==> src/npc_pkg.sv <==
`timescale 1ns / 1ps
// ----------------------------------------------------------------------------
// npc_pkg
// shared types and constants of the next burst prefetch cursor unit
// ----------------------------------------------------------------------------
package npc_pkg;

  localparam int BURST_W  = 16;
  localparam int CURSOR_W = 17;
  localparam int CORE_W   = 3;
  localparam int CREDIT_W = 5;
  localparam int DIST_W   = 5;
  localparam int CFG_AW   = 3;
  localparam int CFG_DW   = 32;

  localparam logic REQ_DEMAND = 1'b0;
  localparam logic REQ_TILE   = 1'b1;

  // register select bit of paddr, one word per register
  localparam logic REG_DISTANCE = 1'b0;

  localparam logic [DIST_W-1:0] DIST_RESET = 5'd1;

  typedef enum logic [1:0] {
    S_IDLE,
    S_LOAD,
    S_ISSUE,
    S_EMPTY
  } state_t;

endpackage

==> src/npc_if.sv <==
`timescale 1ns / 1ps
// ----------------------------------------------------------------------------
// npc_in_if / npc_out_if
// valid/ready channels of the next burst prefetch cursor unit
// ----------------------------------------------------------------------------
interface npc_in_if;
  logic        valid;
  logic        ready;
  logic        req_type;
  logic [2:0]  core_id;
  logic [15:0] burst_index;
  logic [15:0] bursts_in_tile;
  logic [4:0]  credits;

  modport source (output valid, req_type, core_id, burst_index, bursts_in_tile, credits,
                  input ready);
  modport sink (input valid, req_type, core_id, burst_index, bursts_in_tile, credits,
                output ready);
endinterface

interface npc_out_if;
  logic        valid;
  logic        ready;
  logic        prefetch_valid;
  logic [2:0]  issued_core;
  logic [15:0] prefetch_burst;
  logic        last_result;

  modport source (output valid, prefetch_valid, issued_core, prefetch_burst, last_result,
                  input ready);
  modport sink (input valid, prefetch_valid, issued_core, prefetch_burst, last_result,
                output ready);
endinterface

==> src/npc_ram.sv <==
`timescale 1ns / 1ps
// ----------------------------------------------------------------------------
// npc_ram
// generic single write port, single read port ram with registered read
// ----------------------------------------------------------------------------
module npc_ram #(
  parameter int WIDTH = 17,
  parameter int DEPTH = 8
) (
  input  logic                                  clk,
  input  logic                                  we,
  input  logic [(DEPTH > 1 ? $clog2(DEPTH) : 1)-1:0] waddr,
  input  logic [WIDTH-1:0]                      wdata,
  input  logic                                  re,
  input  logic [(DEPTH > 1 ? $clog2(DEPTH) : 1)-1:0] raddr,
  output logic [WIDTH-1:0]                      rdata
);

  logic [WIDTH-1:0] mem [DEPTH];

  always_ff @(posedge clk) begin
    if (we) begin
      mem[waddr] <= wdata;
    end
    if (re) begin
      rdata <= mem[raddr];
    end
  end

endmodule

==> src/next_burst_prefetch_cursor_unit.sv <==
`timescale 1ns / 1ps
// ----------------------------------------------------------------------------
// next_burst_prefetch_cursor_unit
// per-core prefetch cursor table with next-n-burst request issue
//
// channel   dir   handshake                     payload
// in_if     in    valid/ready                   req_type core_id burst_index
//                                               bursts_in_tile credits
// out_if    out   valid/ready                   prefetch_valid issued_core
//                                               prefetch_burst last_result
// cfg       in    apb psel/penable, pready=1    burst lookahead at paddr 0
//
// demand word: accept with the cursor ram read, a load state, then one result
// word per cycle while the output slot is free; an empty result is one word
// tile start or out-of-range core: one empty result word
// the cursor table is cleared at reset through one valid flop per core
// output stalls hold the issue loop; a new word is taken once the last result
// of the previous word sits in the output register
// ----------------------------------------------------------------------------
module next_burst_prefetch_cursor_unit
  import npc_pkg::*;
#(
  parameter int CORE_COUNT   = 8,
  parameter int MAX_DISTANCE = 16
) (
  input  logic              clk,
  input  logic              rst_n,
  npc_in_if.sink            in_if,
  npc_out_if.source         out_if,
  input  logic              psel,
  input  logic              penable,
  input  logic              pwrite,
  input  logic [CFG_AW-1:0] paddr,
  input  logic [CFG_DW-1:0] pwdata,
  output logic [CFG_DW-1:0] prdata,
  output logic              pready
);

  localparam int AW = (CORE_COUNT > 1) ? $clog2(CORE_COUNT) : 1;
  localparam logic [8:0] CORE_LIM = 9'(CORE_COUNT);
  localparam logic [6:0] MAXD     = 7'(MAX_DISTANCE);

  state_t                state_r, state_nxt;
  logic [DIST_W-1:0]     dist_r;
  logic [CORE_COUNT-1:0] vld_r, vld_nxt;
  logic                  vld_q_r, vld_q_nxt;
  logic [CORE_W-1:0]     core_r, core_nxt;
  logic [AW-1:0]         addr_r, addr_nxt;
  logic [BURST_W-1:0]    k_r, k_nxt;
  logic [BURST_W-1:0]    nb_r, nb_nxt;
  logic [CREDIT_W-1:0]   cred_r, cred_nxt;
  logic [CURSOR_W-1:0]   cur_r, cur_nxt;
  logic [CURSOR_W-1:0]   limit_r, limit_nxt;

  logic                  ov_r, ov_nxt;
  logic                  opv_r, opv_nxt;
  logic [CORE_W-1:0]     ocore_r, ocore_nxt;
  logic [BURST_W-1:0]    oburst_r, oburst_nxt;
  logic                  olast_r, olast_nxt;

  logic                  ram_we, ram_re;
  logic [CURSOR_W-1:0]   ram_wdata, ram_rdata;
  logic [AW-1:0]         in_addr;
  logic                  in_range, accept, slot_free, cfg_wr;
  logic [6:0]            dist_eff;
  logic [CURSOR_W-1:0]   cur_base, k_inc, cur_inc;
  logic                  cond_now, cond_next;

  npc_ram #(
    .WIDTH(CURSOR_W),
    .DEPTH(CORE_COUNT)
  ) u_cursor_ram (
    .clk  (clk),
    .we   (ram_we),
    .waddr(addr_r),
    .wdata(ram_wdata),
    .re   (ram_re),
    .raddr(in_addr),
    .rdata(ram_rdata)
  );

  assign pready = 1'b1;
  assign prdata = {{(CFG_DW-DIST_W){1'b0}}, dist_r};
  assign cfg_wr = psel && penable && pwrite && pready && (paddr[2] == REG_DISTANCE);

  assign in_if.ready = (state_r == S_IDLE);
  assign accept      = in_if.valid && in_if.ready;
  assign in_addr     = AW'(in_if.core_id);
  assign in_range    = {6'b0, in_if.core_id} < CORE_LIM;
  assign slot_free   = !ov_r || out_if.ready;

  assign out_if.valid          = ov_r;
  assign out_if.prefetch_valid = opv_r;
  assign out_if.issued_core    = ocore_r;
  assign out_if.prefetch_burst = oburst_r;
  assign out_if.last_result    = olast_r;

  always_comb begin
    if (dist_r == '0) begin
      dist_eff = 7'd1;
    end else if ({2'b0, dist_r} > MAXD) begin
      dist_eff = MAXD;
    end else begin
      dist_eff = {2'b0, dist_r};
    end
  end

  assign cur_base  = vld_q_r ? ram_rdata : '0;
  assign k_inc     = {1'b0, k_r} + 17'd1;
  assign cur_inc   = cur_r + 17'd1;
  assign cond_now  = (cur_r <= limit_r) && (cur_r < {1'b0, nb_r}) && (cred_r != '0);
  assign cond_next = (cur_inc <= limit_r) && (cur_inc < {1'b0, nb_r}) && (cred_r > 5'd1);

  always_comb begin
    state_nxt  = state_r;
    vld_nxt    = vld_r;
    vld_q_nxt  = vld_q_r;
    core_nxt   = core_r;
    addr_nxt   = addr_r;
    k_nxt      = k_r;
    nb_nxt     = nb_r;
    cred_nxt   = cred_r;
    cur_nxt    = cur_r;
    limit_nxt  = limit_r;
    ov_nxt     = ov_r && !out_if.ready;
    opv_nxt    = opv_r;
    ocore_nxt  = ocore_r;
    oburst_nxt = oburst_r;
    olast_nxt  = olast_r;
    ram_we     = 1'b0;
    ram_re     = 1'b0;
    ram_wdata  = cur_r;

    unique case (state_r)
      S_IDLE: begin
        if (accept) begin
          core_nxt = in_if.core_id;
          addr_nxt = in_addr;
          k_nxt    = in_if.burst_index;
          nb_nxt   = in_if.bursts_in_tile;
          cred_nxt = in_if.credits;
          if (!in_range) begin
            state_nxt = S_EMPTY;
          end else if (in_if.req_type == REQ_TILE) begin
            vld_nxt[in_addr] = 1'b0;
            state_nxt        = S_EMPTY;
          end else begin
            ram_re    = 1'b1;
            vld_q_nxt = vld_r[in_addr];
            state_nxt = S_LOAD;
          end
        end
      end
      S_LOAD: begin
        cur_nxt   = (cur_base < k_inc) ? k_inc : cur_base;
        limit_nxt = {1'b0, k_r} + 17'(dist_eff);
        state_nxt = S_ISSUE;
      end
      S_ISSUE: begin
        if (slot_free) begin
          ov_nxt    = 1'b1;
          ocore_nxt = core_r;
          if (cond_now) begin
            opv_nxt    = 1'b1;
            oburst_nxt = cur_r[BURST_W-1:0];
            olast_nxt  = !cond_next;
            cur_nxt    = cur_inc;
            cred_nxt   = cred_r - 5'd1;
            if (!cond_next) begin
              ram_we           = 1'b1;
              ram_wdata        = cur_inc;
              vld_nxt[addr_r]  = 1'b1;
              state_nxt        = S_IDLE;
            end
          end else begin
            opv_nxt         = 1'b0;
            oburst_nxt      = '0;
            olast_nxt       = 1'b1;
            ram_we          = 1'b1;
            vld_nxt[addr_r] = 1'b1;
            state_nxt       = S_IDLE;
          end
        end
      end
      S_EMPTY: begin
        if (slot_free) begin
          ov_nxt     = 1'b1;
          opv_nxt    = 1'b0;
          ocore_nxt  = core_r;
          oburst_nxt = '0;
          olast_nxt  = 1'b1;
          state_nxt  = S_IDLE;
        end
      end
      default: begin
        state_nxt = S_IDLE;
      end
    endcase
  end

  always_ff @(posedge clk) begin
    if (!rst_n) begin
      state_r <= S_IDLE;
      vld_r   <= '0;
      ov_r    <= 1'b0;
      dist_r  <= DIST_RESET;
    end else begin
      state_r <= state_nxt;
      vld_r   <= vld_nxt;
      ov_r    <= ov_nxt;
      if (cfg_wr) begin
        dist_r <= pwdata[DIST_W-1:0];
      end
    end
  end

  always_ff @(posedge clk) begin
    vld_q_r  <= vld_q_nxt;
    core_r   <= core_nxt;
    addr_r   <= addr_nxt;
    k_r      <= k_nxt;
    nb_r     <= nb_nxt;
    cred_r   <= cred_nxt;
    cur_r    <= cur_nxt;
    limit_r  <= limit_nxt;
    opv_r    <= opv_nxt;
    ocore_r  <= ocore_nxt;
    oburst_r <= oburst_nxt;
    olast_r  <= olast_nxt;
  end

endmodule

==> src/flat_wrapper.sv <==
// flat-port wrapper written by rule: the top's interface ports become plain ports
module next_burst_prefetch_cursor_unit_flat import npc_pkg::*;
#(
  parameter int CORE_COUNT   = 8,
  parameter int MAX_DISTANCE = 16
)
  (clk, rst_n, psel, penable, pwrite, paddr, pwdata, prdata, pready, in_if_valid, in_if_req_type, in_if_core_id, in_if_burst_index, in_if_bursts_in_tile, in_if_credits, in_if_ready, out_if_valid, out_if_prefetch_valid, out_if_issued_core, out_if_prefetch_burst, out_if_last_result, out_if_ready);
  npc_in_if in_if_i ();
  npc_out_if out_if_i ();
  input  logic clk;
  input  logic rst_n;
  input  logic psel;
  input  logic penable;
  input  logic pwrite;
  input  logic [CFG_AW-1:0] paddr;
  input  logic [CFG_DW-1:0] pwdata;
  output logic [CFG_DW-1:0] prdata;
  output logic pready;
  input wire logic [$bits(in_if_i.valid)-1:0] in_if_valid;
  input wire logic [$bits(in_if_i.req_type)-1:0] in_if_req_type;
  input wire logic [$bits(in_if_i.core_id)-1:0] in_if_core_id;
  input wire logic [$bits(in_if_i.burst_index)-1:0] in_if_burst_index;
  input wire logic [$bits(in_if_i.bursts_in_tile)-1:0] in_if_bursts_in_tile;
  input wire logic [$bits(in_if_i.credits)-1:0] in_if_credits;
  output wire logic [$bits(in_if_i.ready)-1:0] in_if_ready;
  output wire logic [$bits(out_if_i.valid)-1:0] out_if_valid;
  output wire logic [$bits(out_if_i.prefetch_valid)-1:0] out_if_prefetch_valid;
  output wire logic [$bits(out_if_i.issued_core)-1:0] out_if_issued_core;
  output wire logic [$bits(out_if_i.prefetch_burst)-1:0] out_if_prefetch_burst;
  output wire logic [$bits(out_if_i.last_result)-1:0] out_if_last_result;
  input wire logic [$bits(out_if_i.ready)-1:0] out_if_ready;
  assign in_if_i.valid = in_if_valid;
  assign in_if_i.req_type = in_if_req_type;
  assign in_if_i.core_id = in_if_core_id;
  assign in_if_i.burst_index = in_if_burst_index;
  assign in_if_i.bursts_in_tile = in_if_bursts_in_tile;
  assign in_if_i.credits = in_if_credits;
  assign in_if_ready = in_if_i.ready;
  assign out_if_valid = out_if_i.valid;
  assign out_if_prefetch_valid = out_if_i.prefetch_valid;
  assign out_if_issued_core = out_if_i.issued_core;
  assign out_if_prefetch_burst = out_if_i.prefetch_burst;
  assign out_if_last_result = out_if_i.last_result;
  assign out_if_i.ready = out_if_ready;
  next_burst_prefetch_cursor_unit #(.CORE_COUNT(CORE_COUNT), .MAX_DISTANCE(MAX_DISTANCE)) u_core (.clk(clk), .rst_n(rst_n), .in_if(in_if_i), .out_if(out_if_i), .psel(psel), .penable(penable), .pwrite(pwrite), .paddr(paddr), .pwdata(pwdata), .prdata(prdata), .pready(pready));
endmodule
==> config.mk <==
export PLATFORM = sky130hd
export DESIGN_NAME = next_burst_prefetch_cursor_unit_flat
export DESIGN_NICKNAME = d
export VERILOG_FILES = /design/src/npc_pkg.sv /design/src/npc_if.sv /design/src/npc_ram.sv /design/src/next_burst_prefetch_cursor_unit.sv /design/src/flat_wrapper.sv
export SDC_FILE = /design/constraint.sdc
export NUM_CORES = 1
export LEC_CHECK = 0
export ABC_AREA = 0
export BUFFER_PORTS_ARGS = -buffer_cell sky130_fd_sc_hd__buf_2
export CORE_MARGIN = 2
export CORE_UTILIZATION = 45
export CTS_BUF_LIST = sky130_fd_sc_hd__clkbuf_8 sky130_fd_sc_hd__clkbuf_16
export CTS_CLUSTER_DIAMETER = 50
export DETAILED_ROUTE_END_ITERATION = 7
export GPL_TIMING_DRIVEN = 1
export SETUP_SLACK_MARGIN = 0.15
export SLEW_MARGIN = 20
export SYNTH_ARGS = -nofsm -noshare
export SYNTH_HDL_FRONTEND = slang
export SYNTH_HIERARCHICAL = 1
export SYNTH_SLANG_ARGS = --single-unit
==> constraint.sdc <==
create_clock -name clk -period 9.09 [get_ports clk]
set_input_delay 0.4545 -clock clk [delete_from_list [all_inputs] [get_ports clk]]
set_output_delay 0.4545 -clock clk [all_outputs]
set_load 0.05 [all_outputs]
==> flow_summary.yaml <==
grt:
  grt_max_degree: 45
  grt_pass1_wl_um: 45400
  gr-usage-all-layers_pct: 19.0
  grt-busiest-layer: "met2"
  met2_usage_pct: 33.3
  overflow: 0
  grt_util_met1_pct: 24.3
  first_global_vias: 7959
  antenna_found_initial: 0
  grtUsageMet3_pct: 2.93
pwr:
  p_per_area_mw_per_mm2: 206
  sw_frac_of_total_pct: 26.0
  power_frac_clock_pct: 40.8
  switchingPower_mw: 0.823
  p_comb_share_pct: 13.0
  leakage_nw: 5.94
  intPower_mw: 2.34
  peakVddDrop_mv: 0.122
  pwr-share-seq_pct: 46.2
clocking:
  clk_latency_ns: 0.51
  postCtsSetupBuffers: 0
  tritoncts: "built"
  cts_buffers: 35
  cts_num_sinks: 265
  clk_pin_slew_ns: 0.05
  htreeDepth: 2
  ctsResizeCount: 0
  clockRootBuffer: "clkbuf_16"
  hold_buffers: 0
  cts_max_path_buffers: 3
routing:
  vias: 8103
  routedWlPerCell_um: 19.6
  ant_nets: 0
  vias_per_cell: 5.37
  dr.pass1.iters: 5
  drtIter0Drc: 437
  wirelength_um: 29600
  drc: 0
floorplan:
  placementRows: 63
  die_h_um: 177
  ios: 139
  initial_core_util_pct: 45.7
  design.die.area_sq_mm: 0.0315
  die_w_um: 177
  core_sq_mm: 0.0296
sta:
  min_period_ns: 6.15
  layout_setup_ws_ns: 2.94
  slew_viol_final: 0
  final.setup_skew_ns: 0.0145
  tightest_slew_ns: 0.991
  relSlewSlack_pct: 34.0
  fmax_mhz: 163
  hold_violations: 0
  setup_viol: 0
  setup_tns_ns: 0
  fin_crit_sh_pct: 67.6
  rsz0062_at_grt: "no"
placed_design:
  io_buffer_count: 81
  gp_congestion: 0.934
  detailedPlace.worstSlack_ns: 2.95
  placed_area_sq_mm: 0.0143
  hpwlAfterDp_um: 21100
synthesis:
  yosys.area.top_type_share_pct: 55.2
  ys_top_cells_by_area: "edfxtp_1 55%, ha_1 8.3%, mux4_1 4.7%"
  synth_compound_area_share_pct: 6.14
  synth_xor_area_share_pct: 3.88
  ys_types: 60
  avgSynthCellArea_sq_um: 13.6
  synth_seq_cells: 265
  muxShareOfSynthArea_pct: 8.65
  synth_cells: 998
  ys_seq_area_share_pct: 57.6
  synth-edff-count: 249
  yosys_warnings: 6
  synth_top_family_by_area: "simple AND/OR/NAND/NOR gates"
  netlist_area_sq_mm: 0.0135
  synth-async-reset-ratio_pct: 0
  synth_area_leader_cell: "edfxtp_1"
  yosys.area_share.simple_pct: 10.8
  synthAdderAreaFrac_pct: 8.46
  yosys_most_used_dff: "edfxtp_1"
job:
  maxCapViolCount: 0
cells_and_area:
  layout_common_cells: "249 x edfxtp_1, 90 x ha_1, 81 x buf_2"
  nets: 1266
  final_area_sq_mm: 0.0154
  nFillCells: 2520
  num_antenna_cells: 0
  area_growth_pct: 13.6
  final_common_cell: "edfxtp_1"
  drive_gt1_share_pct: 17.1
worst_setup_path:
  cp_max_fo: 17
  required_ns: 9.29
  end_kind: "flip-flop"
  path_cells: "ha_1 -> and3_1 -> and4_1 -> nand2_1 -> nor2_1 -> and3_1 -> xor2_1 -> ha_1 -> nand3_1 -> nor3_1 -> nand4_1 -> a21oi_1 -> or4_1 -> nor2b_4 -> nor3_1 -> nand2b_1 -> nor2_1 -> buf_4"
  critPathKind: "flip-flop to flip-flop"
  crit_arrival_ns: 6.34
  cp_slowest_stage_delay_ns: 0.70
  crit_slowest_cell: "nor2_1"
  startpoint_type: "flip-flop"
  r2r_setup_slack_ns: 2.94
worst_hold_path:
  min_path_type: "primary input to flip-flop"
run_status:
  status: "completed"
cells by family (layout without fill, tap and decap cells):
kind of cell / Yosys count / in the layout
other cells: 2 / 28
compound gates: 121 / 121
xor+xnor: 60 / 60
flops: 265 / 265
mux: 63 / 63
fa+ha+maj: 91 / 91
buf+inv: 117 / 211
simple gates: 279 / 279
power groups by stage:
stage / Clock (mW) / Combinational [mW] / Sequential [mW]
after global routing: 1.37 / 0.457 / 1.47
after CTS: 1.32 / 0.413 / 1.46
after floorplan: 0 / 0.288 / 1.49
after global placement: 0 / 0.405 / 1.49
after detailed placement: 0 / 0.411 / 1.49
final: 1.29 / 0.411 / 1.46
per-layer routing:
metal / share of wire, % / wire, um
met1: 43 / 12800
met2: 50 / 14800
met3: 3.8 / 1130
met4: 2.5 / 748
met5: 0 / 0
critical path, delay by kind of cell, from the launching register on:
family,cells,cell delay (ns)
and+or+nand+nor,13,3.95
DFF,1,0.53
adders and majority gates,2,0.46
buffers and inverters,1,0.34
xor gates and xnor gates,1,0.33
AOI/OAI and AO/OA,1,0.23
registers in the layout, indices dropped and copies added (netlist names):
register and cells:
u_core/u_cursor_ram/mem 136, u_core/cur_r 17, u_core/limit_r 17, u_core/u_cursor_ram/rdata 17
u_core/k_r 16, u_core/nb_r 16, u_core/out_if.prefetch_burst 16, u_core/vld_r 8
u_core/cred_r 5, u_core/dist_r 5, u_core/addr_r 3, u_core/out_if.issued_core 3
u_core/state_r 2, u_core/out_if.last_result 1, u_core/out_if.prefetch_valid 1, u_core/out_if.valid 1
u_core/vld_q_r 1
through the flow:
stage | util, % | power (mW) | cells | hold WS [ns]
floorplan | - | 1.78 | 1024 | 0.443
global placement | 48.1 | 1.89 | 1445 | 0.455
detailed placement | 48.1 | 1.90 | 1445 | 0.459
CTS | 51.9 | 3.20 | 1508 | 0.102
global route | 51.9 | 3.29 | 1508 | 0.105
finish | 51.9 | 3.16 | 1508 | 0.119
cell type report:
| cell class | count | area (sq um) | share of cell area (%) |
|---|---|---|---|
| flip-flops and latches | 265 | 7800 | 50.7 |
| clock inverters | 26 | 203 | 1.32 |
| well taps | 390 | 488 | 3.17 |
| inverters | 50 | 188 | 1.22 |
| multi-input cells | 642 | 5270 | 34.2 |
| clock buffers | 37 | 903 | 5.87 |
| repair buffers | 98 | 533 | 3.47 |
synth_stat cells (3+ instances only):
| master | number |
|---|---|
| mux2_2 | 20 |
| mux4_2 | 10 |
| nand2b_1 | 6 |
| dfxtp_1 | 16 |
| buf_6 | 7 |
| edfxtp_1 | 249 |
| mux2i_1 | 9 |
| o31ai_1 | 8 |
| buf_4 | 28 |
| clkbuf_1 | 29 |
| nand2_1 | 59 |
| o21ai_0 | 22 |
| nor3b_1 | 9 |
| ha_1 | 90 |
| or4_1 | 3 |
| xnor2_1 | 41 |
| a211oi_1 | 5 |
| nor3_1 | 11 |
| and3_1 | 9 |
| nand4b_1 | 7 |
| nand3_1 | 26 |
| nor2b_1 | 16 |
| and4_1 | 4 |
| a21o_1 | 15 |
| a31oi_1 | 3 |
| nor4_1 | 3 |
| and2_1 | 31 |
| inv_1 | 50 |
| mux4_1 | 24 |
| nand4_1 | 23 |
| o311ai_0 | 4 |
| a21oi_1 | 30 |
| xor2_1 | 19 |
| a221o_1 | 16 |
| nor2_1 | 63 |
worst paths after layout:
check,cells after the start,end,start
worst max-delay path,18,u_core/u_cursor_ram/mem[3][11]$_DFFE_PP_,u_core/cur_r[0]$_DFFE_PP_
worst min-delay path,1,u_core/k_r[15]$_DFFE_PP_,in_if_burst_index[15]
worst max register to register,18,u_core/u_cursor_ram/mem[3][11]$_DFFE_PP_,u_core/cur_r[0]$_DFFE_PP_
worst min register to register,2,u_core/vld_r[7]$_SDFFE_PN0P_,u_core/vld_r[7]$_SDFFE_PN0P_
(Power assumes the default switching activity.)
